--- src/hdl/hmsca_pkg.sv ---
// Shared types and constants for the hms clock/countdown/alarm block.
// No dependencies; used by the interfaces and all modules.
package hmsca_pkg;

	localparam int HOUR_W     = 5;
	localparam int MIN_W      = 6;
	localparam int SEC_W      = 6;
	localparam int MODE_W     = 2;
	localparam int OP_W       = 2;
	localparam int CFG_IDX_W  = 3;
	localparam int CFG_DATA_W = 6;

	localparam logic [HOUR_W-1:0] HOURS_PER_DAY    = 5'd24;
	localparam logic [HOUR_W-1:0] LAST_HOUR        = 5'd23;
	localparam logic [HOUR_W-1:0] HALF_DAY         = 5'd12;
	localparam logic [MIN_W-1:0]  MINUTES_PER_HOUR = 6'd60;
	localparam logic [MIN_W-1:0]  LAST_MINUTE      = 6'd59;
	localparam logic [SEC_W-1:0]  SECS_PER_MINUTE  = 6'd60;
	localparam logic [SEC_W-1:0]  LAST_SECOND      = 6'd59;

	typedef enum logic [OP_W-1:0] {
		OP_FORWARD  = 2'd0,
		OP_BACKWARD = 2'd1,
		OP_LOAD     = 2'd2,
		OP_NONE     = 2'd3
	} op_t;

	typedef enum logic [MODE_W-1:0] {
		MODE_TIME      = 2'd0,
		MODE_COUNTDOWN = 2'd1,
		MODE_PLAIN     = 2'd2
	} mode_t;

	typedef enum logic [CFG_IDX_W-1:0] {
		REG_CLOCK_MODE    = 3'd0,
		REG_ALARM_HOUR    = 3'd1,
		REG_ALARM_MINUTE  = 3'd2,
		REG_ALARM_SECOND  = 3'd3,
		REG_TWELVE_HOUR   = 3'd4,
		REG_SHOW_MERIDIEM = 3'd5
	} reg_idx_t;

	typedef struct packed {
		logic [HOUR_W-1:0] hour;
		logic [MIN_W-1:0]  minute;
		logic [SEC_W-1:0]  second;
	} hms_t;

	typedef struct packed {
		logic [MODE_W-1:0] clock_mode;
		hms_t              alarm;
		logic              twelve_hour;
		logic              show_meridiem;
	} cfg_t;

	typedef struct packed {
		logic alarm_hit;
		logic day_rollover;
		logic time_changed;
	} flags_t;

	typedef struct packed {
		hms_t              now;
		logic [HOUR_W-1:0] display_hour;
		logic              pm_flag;
		flags_t            flags;
	} result_t;

endpackage

--- src/hdl/hmsca_if.sv ---
// Valid/ready channel interfaces: input items, results and register writes.
// Depends on hmsca_pkg for field widths.
interface hmsca_item_if;
	import hmsca_pkg::*;
	logic              valid;
	logic              ready;
	logic [OP_W-1:0]   operation;
	logic [HOUR_W-1:0] load_hour;
	logic [MIN_W-1:0]  load_minute;
	logic [SEC_W-1:0]  load_second;
	modport source (output valid, operation, load_hour, load_minute, load_second,
		input ready);
	modport sink (input valid, operation, load_hour, load_minute, load_second,
		output ready);
endinterface

interface hmsca_result_if;
	import hmsca_pkg::*;
	logic              valid;
	logic              ready;
	logic [HOUR_W-1:0] hour_now;
	logic [MIN_W-1:0]  minute_now;
	logic [SEC_W-1:0]  second_now;
	logic [HOUR_W-1:0] display_hour;
	logic              pm_flag;
	logic              alarm_hit;
	logic              day_rollover;
	logic              time_changed;
	modport source (output valid, hour_now, minute_now, second_now, display_hour,
		pm_flag, alarm_hit, day_rollover, time_changed, input ready);
	modport sink (input valid, hour_now, minute_now, second_now, display_hour,
		pm_flag, alarm_hit, day_rollover, time_changed, output ready);
endinterface

interface hmsca_cfg_if;
	import hmsca_pkg::*;
	logic                  valid;
	logic                  ready;
	logic [CFG_IDX_W-1:0]  index;
	logic [CFG_DATA_W-1:0] data;
	modport source (output valid, index, data, input ready);
	modport sink (input valid, index, data, output ready);
endinterface

--- src/hdl/hmsca_step.sv ---
// Next-time and event logic for one item: tick up/down with carry, load, flags.
// Depends on hmsca_pkg.
module hmsca_step (
	input  hmsca_pkg::cfg_t            cfg_regs,
	input  hmsca_pkg::hms_t            cur,
	input  logic [hmsca_pkg::OP_W-1:0] operation,
	input  hmsca_pkg::hms_t            load,
	output hmsca_pkg::result_t         res
);
	import hmsca_pkg::*;

	hms_t   up;
	hms_t   dn;
	hms_t   nxt;
	flags_t flags;
	logic   wrapped;
	logic   at_zero;
	logic   cd_hit;
	logic   countdown;
	logic   time_mode;
	logic   s_last;
	logic   m_last;

	always_comb begin
		countdown = 1'b0;
		time_mode = 1'b0;
		unique case (cfg_regs.clock_mode)
			MODE_COUNTDOWN: countdown = 1'b1;
			MODE_PLAIN:     ;
			default:        time_mode = 1'b1;
		endcase

		// count up with carries
		s_last    = (cur.second == LAST_SECOND);
		m_last    = (cur.minute == LAST_MINUTE);
		up.second = s_last ? '0 : cur.second + SEC_W'(1);
		up.minute = !s_last ? cur.minute : (m_last ? '0 : cur.minute + MIN_W'(1));
		up.hour   = !(s_last && m_last) ? cur.hour :
			((cur.hour == LAST_HOUR) ? '0 : cur.hour + HOUR_W'(1));
		wrapped   = s_last && m_last && (cur.hour == LAST_HOUR);

		// count down with borrows, 00:00:00 wraps to 23:59:59
		dn.second = (cur.second != '0) ? cur.second - SEC_W'(1) : LAST_SECOND;
		dn.minute = (cur.second != '0) ? cur.minute :
			((cur.minute != '0) ? cur.minute - MIN_W'(1) : LAST_MINUTE);
		dn.hour   = (cur.second != '0 || cur.minute != '0) ? cur.hour :
			((cur.hour != '0) ? cur.hour - HOUR_W'(1) : LAST_HOUR);

		at_zero = (cur.hour == '0) && (cur.minute == '0) && (cur.second == '0);
		cd_hit  = (cur.hour == '0) && (cur.minute == '0) && (cur.second == SEC_W'(1));

		nxt   = cur;
		flags = '{alarm_hit: 1'b0, day_rollover: 1'b0, time_changed: 1'b1};
		unique case (op_t'(operation))
			OP_FORWARD: begin
				if (countdown) begin
					if (at_zero) begin
						flags.time_changed = 1'b0;
					end else begin
						nxt             = dn;
						flags.alarm_hit = cd_hit;
					end
				end else begin
					nxt = up;
					if (time_mode) begin
						flags.day_rollover = wrapped;
						flags.alarm_hit    = (up == cfg_regs.alarm);
					end
				end
			end
			OP_BACKWARD: nxt = countdown ? up : dn;
			OP_LOAD: begin
				nxt.hour   = (load.hour < HOURS_PER_DAY) ? load.hour : '0;
				nxt.minute = (load.minute < MINUTES_PER_HOUR) ? load.minute : '0;
				nxt.second = (load.second < SECS_PER_MINUTE) ? load.second : '0;
			end
			OP_NONE: flags.time_changed = 1'b0;
		endcase

		res.now          = nxt;
		res.display_hour = (cfg_regs.twelve_hour && nxt.hour > HALF_DAY) ?
			nxt.hour - HALF_DAY : nxt.hour;
		res.pm_flag      = cfg_regs.twelve_hour && cfg_regs.show_meridiem &&
			(nxt.hour >= HALF_DAY);
		res.flags        = flags;
	end

endmodule

--- src/hdl/hms_clock_countdown_alarm_top.sv ---
// Top level of the hms clock with alarm and countdown.
// Depends on hmsca_pkg, the hmsca_*_if interfaces and hmsca_step.
//
// Usage:
//   item   : valid/ready channel of ticks and time loads (operation + load fields).
//   result : valid/ready channel, one result transaction per item, in order.
//   cfg    : register write channel (index, data); always ready. Write only
//            while no item is in flight. Unknown indexes are dropped.
// Pipeline: an accepted item goes through the input register, then the result
//   register. Throughput: one item per cycle while result.ready is high.
// Reset (arst_n low): time is 00:00:00, config registers 0, both stages empty.
// Back-pressure: while a result waits for ready, one more item is still taken
//   into the input register; after that item.ready drops until result.ready.
module hms_clock_countdown_alarm_top (
	input  logic           clk,
	input  logic           arst_n,
	hmsca_item_if.sink     item,
	hmsca_result_if.source result,
	hmsca_cfg_if.sink      cfg
);
	import hmsca_pkg::*;

	cfg_t            cfg_q;
	hms_t            time_q;
	logic            valid_s1;
	logic [OP_W-1:0] op_s1;
	hms_t            load_s1;
	result_t         res_d;
	result_t         res_q;
	logic            res_valid_q;
	logic            advance;

	assign advance    = valid_s1 && (!res_valid_q || result.ready);
	assign item.ready = !valid_s1 || advance;
	assign cfg.ready  = 1'b1;

	always_ff @(posedge clk or negedge arst_n) begin
		if (!arst_n) begin
			cfg_q <= '0;
		end else if (cfg.valid) begin
			unique case (cfg.index)
				REG_CLOCK_MODE:    cfg_q.clock_mode    <= cfg.data[MODE_W-1:0];
				REG_ALARM_HOUR:    cfg_q.alarm.hour    <= cfg.data[HOUR_W-1:0];
				REG_ALARM_MINUTE:  cfg_q.alarm.minute  <= cfg.data[MIN_W-1:0];
				REG_ALARM_SECOND:  cfg_q.alarm.second  <= cfg.data[SEC_W-1:0];
				REG_TWELVE_HOUR:   cfg_q.twelve_hour   <= cfg.data[0];
				REG_SHOW_MERIDIEM: cfg_q.show_meridiem <= cfg.data[0];
				default:           ;
			endcase
		end
	end

	// input register
	always_ff @(posedge clk or negedge arst_n) begin
		if (!arst_n) begin
			valid_s1 <= 1'b0;
			op_s1    <= OP_NONE;
		end else if (item.ready) begin
			valid_s1 <= item.valid;
			if (item.valid) begin
				op_s1 <= item.operation;
			end
		end
	end

	always_ff @(posedge clk) begin
		if (item.valid && item.ready) begin
			load_s1.hour   <= item.load_hour;
			load_s1.minute <= item.load_minute;
			load_s1.second <= item.load_second;
		end
	end

	hmsca_step u_step (
		.cfg_regs  (cfg_q),
		.cur       (time_q),
		.operation (op_s1),
		.load      (load_s1),
		.res       (res_d)
	);

	always_ff @(posedge clk or negedge arst_n) begin
		if (!arst_n) begin
			time_q      <= '0;
			res_valid_q <= 1'b0;
		end else begin
			if (advance) begin
				time_q <= res_d.now;
			end
			if (advance) begin
				res_valid_q <= 1'b1;
			end else if (result.ready) begin
				res_valid_q <= 1'b0;
			end
		end
	end

	always_ff @(posedge clk) begin
		if (advance) begin
			res_q <= res_d;
		end
	end

	assign result.valid        = res_valid_q;
	assign result.hour_now     = res_q.now.hour;
	assign result.minute_now   = res_q.now.minute;
	assign result.second_now   = res_q.now.second;
	assign result.display_hour = res_q.display_hour;
	assign result.pm_flag      = res_q.pm_flag;
	assign result.alarm_hit    = res_q.flags.alarm_hit;
	assign result.day_rollover = res_q.flags.day_rollover;
	assign result.time_changed = res_q.flags.time_changed;

endmodule

--- src/flat_wrapper.sv ---
// flat-port wrapper written by rule: the top's interface ports become plain ports
module hms_clock_countdown_alarm_top_flat import hmsca_pkg::*;
  (clk, arst_n, item_valid, item_operation, item_load_hour, item_load_minute, item_load_second, item_ready, result_valid, result_hour_now, result_minute_now, result_second_now, result_display_hour, result_pm_flag, result_alarm_hit, result_day_rollover, result_time_changed, result_ready, cfg_valid, cfg_index, cfg_data, cfg_ready);
  hmsca_item_if item_i ();
  hmsca_result_if result_i ();
  hmsca_cfg_if cfg_i ();
  input  logic clk;
  input  logic arst_n;
  input wire logic [$bits(item_i.valid)-1:0] item_valid;
  input wire logic [$bits(item_i.operation)-1:0] item_operation;
  input wire logic [$bits(item_i.load_hour)-1:0] item_load_hour;
  input wire logic [$bits(item_i.load_minute)-1:0] item_load_minute;
  input wire logic [$bits(item_i.load_second)-1:0] item_load_second;
  output wire logic [$bits(item_i.ready)-1:0] item_ready;
  output wire logic [$bits(result_i.valid)-1:0] result_valid;
  output wire logic [$bits(result_i.hour_now)-1:0] result_hour_now;
  output wire logic [$bits(result_i.minute_now)-1:0] result_minute_now;
  output wire logic [$bits(result_i.second_now)-1:0] result_second_now;
  output wire logic [$bits(result_i.display_hour)-1:0] result_display_hour;
  output wire logic [$bits(result_i.pm_flag)-1:0] result_pm_flag;
  output wire logic [$bits(result_i.alarm_hit)-1:0] result_alarm_hit;
  output wire logic [$bits(result_i.day_rollover)-1:0] result_day_rollover;
  output wire logic [$bits(result_i.time_changed)-1:0] result_time_changed;
  input wire logic [$bits(result_i.ready)-1:0] result_ready;
  input wire logic [$bits(cfg_i.valid)-1:0] cfg_valid;
  input wire logic [$bits(cfg_i.index)-1:0] cfg_index;
  input wire logic [$bits(cfg_i.data)-1:0] cfg_data;
  output wire logic [$bits(cfg_i.ready)-1:0] cfg_ready;
  assign item_i.valid = item_valid;
  assign item_i.operation = item_operation;
  assign item_i.load_hour = item_load_hour;
  assign item_i.load_minute = item_load_minute;
  assign item_i.load_second = item_load_second;
  assign item_ready = item_i.ready;
  assign result_valid = result_i.valid;
  assign result_hour_now = result_i.hour_now;
  assign result_minute_now = result_i.minute_now;
  assign result_second_now = result_i.second_now;
  assign result_display_hour = result_i.display_hour;
  assign result_pm_flag = result_i.pm_flag;
  assign result_alarm_hit = result_i.alarm_hit;
  assign result_day_rollover = result_i.day_rollover;
  assign result_time_changed = result_i.time_changed;
  assign result_i.ready = result_ready;
  assign cfg_i.valid = cfg_valid;
  assign cfg_i.index = cfg_index;
  assign cfg_i.data = cfg_data;
  assign cfg_ready = cfg_i.ready;
  hms_clock_countdown_alarm_top u_core (.clk(clk), .arst_n(arst_n), .item(item_i), .result(result_i), .cfg(cfg_i));
endmodule
--- config.mk ---
export PLATFORM = sky130hd
export DESIGN_NAME = hms_clock_countdown_alarm_top_flat
export DESIGN_NICKNAME = d
export VERILOG_FILES = /design/src/hdl/hmsca_pkg.sv /design/src/hdl/hmsca_if.sv /design/src/hdl/hmsca_step.sv /design/src/hdl/hms_clock_countdown_alarm_top.sv /design/src/flat_wrapper.sv
export SDC_FILE = /design/constraint.sdc
export NUM_CORES = 1
export LEC_CHECK = 0
export BUFFER_PORTS_ARGS = -buffer_cell sky130_fd_sc_hd__buf_2
export CAP_MARGIN = 15
export CELL_PAD_IN_SITES_DETAIL_PLACEMENT = 0
export CELL_PAD_IN_SITES_GLOBAL_PLACEMENT = 1
export CORE_MARGIN = 3
export CORE_UTILIZATION = 35
export DETAILED_ROUTE_END_ITERATION = 10
export PLACE_DENSITY = 0.76
export SLEW_MARGIN = 20
export SYNTH_ARGS = -nofsm -noshare
export SYNTH_HDL_FRONTEND = slang
export SYNTH_SLANG_ARGS = --single-unit
--- constraint.sdc ---
create_clock -name clk -period 6.7 [get_ports clk]
set_clock_uncertainty 0.2 [all_clocks]
set_input_delay 0.67 -clock clk [delete_from_list [all_inputs] [get_ports clk]]
set_output_delay 0.67 -clock clk [all_outputs]
set_load 0.02 [all_outputs]
==> results of run 1 <==
-- worst max-delay path, stage by stage (launching register included) --
cell and delay (ns):
dfrtp_1 0.59, ha_1 0.32, and4b_1 0.43, nand4_1 0.41, mux2_2 0.36, o21ai_1 0.06, a2111oi_0 0.82, nand4_1 0.17
o31ai_1 0.32
-- report_power, final --
part / switching (mW) / internal (mW)
clock: 0.197 / 0.296
combinational: 0.557 / 0.371
sequential: 0.232 / 0.678
-- kinds of logic (layout without fill, tap and decap cells) --
logic type / after synthesis / in the layout / synth area share [%]
fa+ha+maj: 11 / 11 / 2.67
simple gates: 179 / 179 / 18.2
other cells: 1 / 1 / 0.0728
mux: 38 / 38 / 8.18
flops: 83 / 83 / 44.3
buf+inv: 52 / 97 / 4.44
compound gates: 143 / 143 / 18.7
xor+xnor: 20 / 20 / 3.40
-- path summary, 6_finish.rpt --
kind	slack (ns)	end	depth (start not counted)	start
max in group asynchronous	5.78	u_core.time_q[13]$_DFFE_PN0P_	1	arst_n
worst min register to register	0.30	u_core.result.valid$_DFFE_PN0P_	1	u_core.valid_s1$_DFFE_PN0N_
min in group clk	0.29	u_core.load_s1[7]$_DFFE_PP_	1	item_load_minute[1]
worst min-delay path	0.12	u_core.time_q[2]$_DFFE_PN0P_	1	arst_n
worst max-delay path	2.83	u_core.result.alarm_hit$_SDFFCE_PN0P_	8	u_core.time_q[0]$_DFFE_PN0P_
worst max register to register	2.83	u_core.result.alarm_hit$_SDFFCE_PN0P_	8	u_core.time_q[0]$_DFFE_PN0P_
-- metrics by stage --
step	total power [mW]	hold WS (ns)
5_1_grt	2.48	0.166
6_report	2.33	0.121
3_5_place_dp	1.83	0.298
4_1_cts	2.32	0.284
2_1_floorplan	1.55	0.174
3_3_place_gp	1.82	0.276
-- area by class of cell --
| class | count | area (um^2) |
|---|---|---|
| clock buffers | 13 | 283 |
| clock inverters | 3 | 18.8 |
| fillers | 1393 | 8300 |
| inverters | 20 | 80.1 |
| multi-input cells | 392 | 2650 |
| flip-flops and latches | 83 | 2280 |
| well taps | 180 | 225 |
| repair buffers | 61 | 310 |
-- registers in the layout, indices dropped and copies added, names as in the netlist --
name	flops
u_core.result.day_rollover	1
u_core.time_q	17
u_core.valid_s1	1
u_core.result.valid	1
u_core.result.second_now	6
u_core.cfg_q	21
u_core.op_s1	2
u_core.result.display_hour	5
u_core.result.pm_flag	1
u_core.load_s1	17
u_core.result.alarm_hit	1
u_core.result.hour_now	3
u_core.result.time_changed	1
u_core.result.minute_now	6
-- layout by cell type (no fill, tap or decap), types with 12 or more instances in the layout --
cell type,netlist,routed
buf_2,5,59
o21ai_1,12,12
nor3_1,17,17
nor2_1,33,33
edfxtp_1,41,41
o21ai_0,27,27
a21oi_1,36,36
inv_1,18,18
dfrtp_1,40,40
nand3_1,12,12
nand2_1,55,55
mux2_2,29,29
-- routing by layer --
metal	track usage, %	up-vias	routed length [um]
met1	28.5	2130	7010
li1	-	2055	-
met2	30.3	207	7060
met4	8.08	0	465
met3	4.60	27	1350
met5	0	-	0
==> reports/metrics.cfg, run 1 <==
[outcome]
status=completed

[clocking]
cts_tree=done
cts.sinks=83
cts_max_level=3
ctsResizeCount=0
cts_root_buf=clkbuf_16
cts_hold_buf=0
clock_latency_ns=0.35
clk_pin_slew_worst_paths_ns=0.06
postCtsSetupBuffers=0
numCtsBuffers=9
clockBufferDepth=2

[floorplan]
io_pins=62
core_mm2=0.0141
die_w_um=127
start_util_pct=36.4
std_cell_rows=43
die-area_mm2=0.0162
die_y_um=127

[detailed_routing]
drcViolationCount=0
ant_nets=0
firstDrtPassIters=6
vias_per_cell=5.88
drt-initial-drc-count=446
drt_wl_total_um=15900
wl_per_cell_um=21.1
num_vias=4419

[yosys]
yosys.cell_count.top_type=nand2_1
yosysSeqAreaShare_pct=44.3
synth-main-ff-cell=edfxtp_1
yosys.area.top_type=edfxtp_1
yosysUniqueCellTypes=86
synth.net_count=571
synth.top_cell.area_share_pct=23.9
ys_seq_elements=83
avgSynthCellArea_um2=9.78
synth-edff-count=41
yosys_warnings=0
synthTopCellsByArea=edfxtp_1 24%, dfrtp_1 19%, mux2_2 6.3%, nand2_1 4.0%, a21oi_1 3.5%
async_flop_share_pct=50.6
synthCells=527
netlist_area_mm2=0.00515
synth_common_cells=55 x nand2_1, 41 x edfxtp_1, 40 x dfrtp_1, 36 x a21oi_1, 33 x nor2_1

[sta]
final-hold-violation-count=0
tightestPinTransition_ns=1.07
setup_tns_ns=0
fin_crit_sh_pct=57.8
fin_ws_ns=2.83
setup_violations=0
fmax_mhz=258
min_period_ns=3.87
drv_slew=0
relSlewSlack_pct=28.4
rsz0062_at_grt=false

[hold_path]
holdCritPathClass=in2async

[place]
place.gp.congestion=0.974
io_buffers=60
dp_cells=736
place_hpwl_um=12000
pre_cts_slack_ns=3.02
place_area_mm2=0.00554

[worst_setup_path]
crit_type=reg2reg
startpoint_type=flop
critPathCaptureType=flop
crit_fanout=13
crit_arrival_ns=3.84
crit_required_ns=6.67

[final_layout]
fin_nets=611
drive_gt1_share_pct=21.5
fin_util_pct=41.3
n_antenna_cell=0
instances_no_fill=752
postLayoutCellArea_mm2=0.00585
areaGrowthSynthToFinish_pct=13.4

[grt]
grt_max_degree=43
antenna_found_initial=0
grt_pass1_wl_um=25000
track_usage_pct=20.3
grt_pass1_vias=4241
grt.overflow.total=0

[power]
p_leak_nw=2.25
ir_worst_vdd_uv=140
p_per_area_mw_per_mm2=399

[run]
maxCapViolCount=0

Note: power is estimated with default switching activity, not from simulation.
==> inputs of run 2 (changes only) <==
- PLACE_DENSITY: 0.76 -> 0.79
- clock period: 6.7 -> 3.3 ns (I/O delays scaled with it)
==> run 2 against run 1 <==
Against the previous run:
- clock power up 110%
- utilization up 4.3 points
- combinational power rose to 2.6 times the previous value
- setup slack worse by 2.7 ns
- highest routed layer unchanged
- sequential power up 85%
- worst hold slack worse by 0.080 ns
- critical path type unchanged
- largest cell class unchanged
- cell count up 9.7%
- flip-flop and latch count unchanged
- critical endpoint is now u_core.result.display_hour[3]$_DFFE_PP_
==> reports/metrics.cfg, run 2 (synthesis gave the netlist of run 1 again) <==
[floorplan]
die_y_um=127
die_w_um=127
std_cell_rows=43
io_pins=62
core_mm2=0.0141
start_util_pct=36.4
die-area_mm2=0.0162

[grt]
grt_pass1_wl_um=27000
grt.overflow.total=0
grt_max_degree=43
track_usage_pct=22.0
grt_pass1_vias=4648
antenna_found_initial=0

[worst_setup_path]
crit_type=reg2reg
worst-r2r-setup-slack_ns=0.15
crit_arrival_ns=3.06
timing.rr.start=u_core.time_q[12]$_DFFE_PN0P_
rr_worst_depth=10
crit_path_end=u_core.result.display_hour[3]$_DFFE_PP_
crit_required_ns=3.21
r2r_end=u_core.result.display_hour[3]$_DFFE_PP_
critPathLaunch=u_core.time_q[12]$_DFFE_PN0P_
critPathCaptureType=flop
crit_fanout=5
startpoint_type=flop

[clocking]
clk_pin_slew_worst_paths_ns=0.06
numCtsBuffers=9
cts_max_level=3
cts.sinks=83
clock_latency_ns=0.35
cts_tree=done
clockBufferDepth=2
postCtsSetupBuffers=0
cts_root_buf=clkbuf_16

[place]
place_hpwl_um=13100
place.gp.congestion=0.965
io_buffers=60
dp_cells=788
pre_cts_slack_ns=0.168

[final_layout]
instances_no_fill=825
top_regs=u_core.cfg_q x21, u_core.load_s1 x17, u_core.time_q x17
layout_commonest_cell=buf_2
largest_register_ffs=21
layout_common_cells=59 x buf_2, 55 x nand2_1, 54 x buf_4, 41 x edfxtp_1, 39 x dfrtp_1
drive_gt1_share_pct=27.6
fin_nets=684
fin_util_pct=45.6
areaGrowthSynthToFinish_pct=25.3
regMostFlops=u_core.cfg_q
n_antenna_cell=0

[sta]
fmax_mhz=318
setup_tns_ns=0
rsz0062_at_grt=false
fin_crit_sh_pct=95.4
drv_slew=0
relSlewSlack_pct=39.3
fin_ws_ns=0.151
final-hold-violation-count=0
setup_violations=0
tightestPinTransition_ns=0.903
min_period_ns=3.15

[power]
ir_worst_vdd_uv=246
p_per_area_mw_per_mm2=790
p_leak_nw=2.60

[detailed_routing]
num_vias=4725
ant_nets=0
wl_per_cell_um=21.4
drt-initial-drc-count=460
firstDrtPassIters=5
drt_wl_total_um=17600
drcViolationCount=0
vias_per_cell=5.73

[outcome]
status=completed

[run]
maxCapViolCount=0

[hold_path]
holdCritPathClass=in2reg

[run 2: cell count changes in the layout (fill, tap and decap cells not counted), sizes merged]
cell / previous run / this run
clkbuf: 13 / 11
dlygate4sd3: 0 / 21
buf: 61 / 113
clkinv: 5 / 7
[run 2: power breakdown]
group          internal, mW  switching, mW  total [mW]  leakage [nW]
combinational         0.985           1.41        2.39          1.55
clock                 0.600          0.430        1.03         0.156
sequential             1.38          0.300        1.68         0.898
total                  2.96           2.14        5.10          2.60
[run 2: how the worst min path moves through the flow]
| stage | startpoint | to | slack [ns] | depth (start not counted) |
|---|---|---|---|---|
| 6_report | cfg_data[5] | u_core.cfg_q[13]$_DFFE_PN0P_ | 0.04 | 2 |
| 5_1_grt | cfg_data[5] | u_core.cfg_q[13]$_DFFE_PN0P_ | 0.05 | 2 |
| 4_1_cts | arst_n | u_core.time_q[2]$_DFFE_PN0P_ | 0.01 | 1 |
| 3_5_place_dp | u_core.valid_s1$_DFFE_PN0N_ | u_core.result.valid$_DFFE_PN0P_ | 0.30 | 1 |
| 3_3_place_gp | u_core.valid_s1$_DFFE_PN0N_ | u_core.result.valid$_DFFE_PN0P_ | 0.28 | 1 |
| 2_1_floorplan | arst_n | u_core.cfg_q[0]$_DFFE_PN0P_ | -0.17 | 0 |
[run 2: critical path, stage by stage, from the launching register on]
cell and delay [ns]:
dfrtp_1 0.37, inv_1 0.14, ha_1 0.20, or4b_4 0.51
or4_4 0.61, o22ai_2 0.21, a211oi_1 0.08, o21a_4 0.26
clkinv_4 0.05, o311ai_1 0.07, a21o_1 0.20
[run 2: through the flow]
step / power, mW / hold slack (ns) / instance area [um^2]
2_1_floorplan: 3.14 / -0.166 / 5150
3_3_place_gp: 4.00 / 0.275 / 5930
3_5_place_dp: 4.02 / 0.300 / 5930
4_1_cts: 5.07 / 0.0104 / 6440
5_1_grt: 5.41 / 0.0452 / 6460
6_report: 5.10 / 0.0413 / 6460
[run 2: cell type report]
class / count / area [um^2]
Fill cell: 1371 / 7690
Multi-Input combinational cell: 392 / 2650
Clock buffer: 11 / 275
Inverter: 20 / 80.1
Sequential cell: 83 / 2290
Clock inverter: 5 / 32.5
Timing Repair Buffer: 134 / 911
Tap cell: 180 / 225
[run 2: metal layers]
| metal | share of wire, % | vias up | GRT usage (%) | wire [um] |
|---|---|---|---|---|
| li1 | - | 2200 | - | - |
| met1 | 46 | 2318 | 31.3 | 8150 |
| met2 | 46 | 183 | 34.3 | 8040 |
| met3 | 6.0 | 24 | 3.39 | 1060 |
| met4 | 2.1 | 0 | 7.19 | 370 |
| met5 | 0 | - | 0 | 0 |
[run 2: what timing repair did]
action,in CTS,in global routing
hold endpoints to repair,20,40
gates resized for setup,0,2
setup endpoints to repair,0,1
hold buffers,20,1
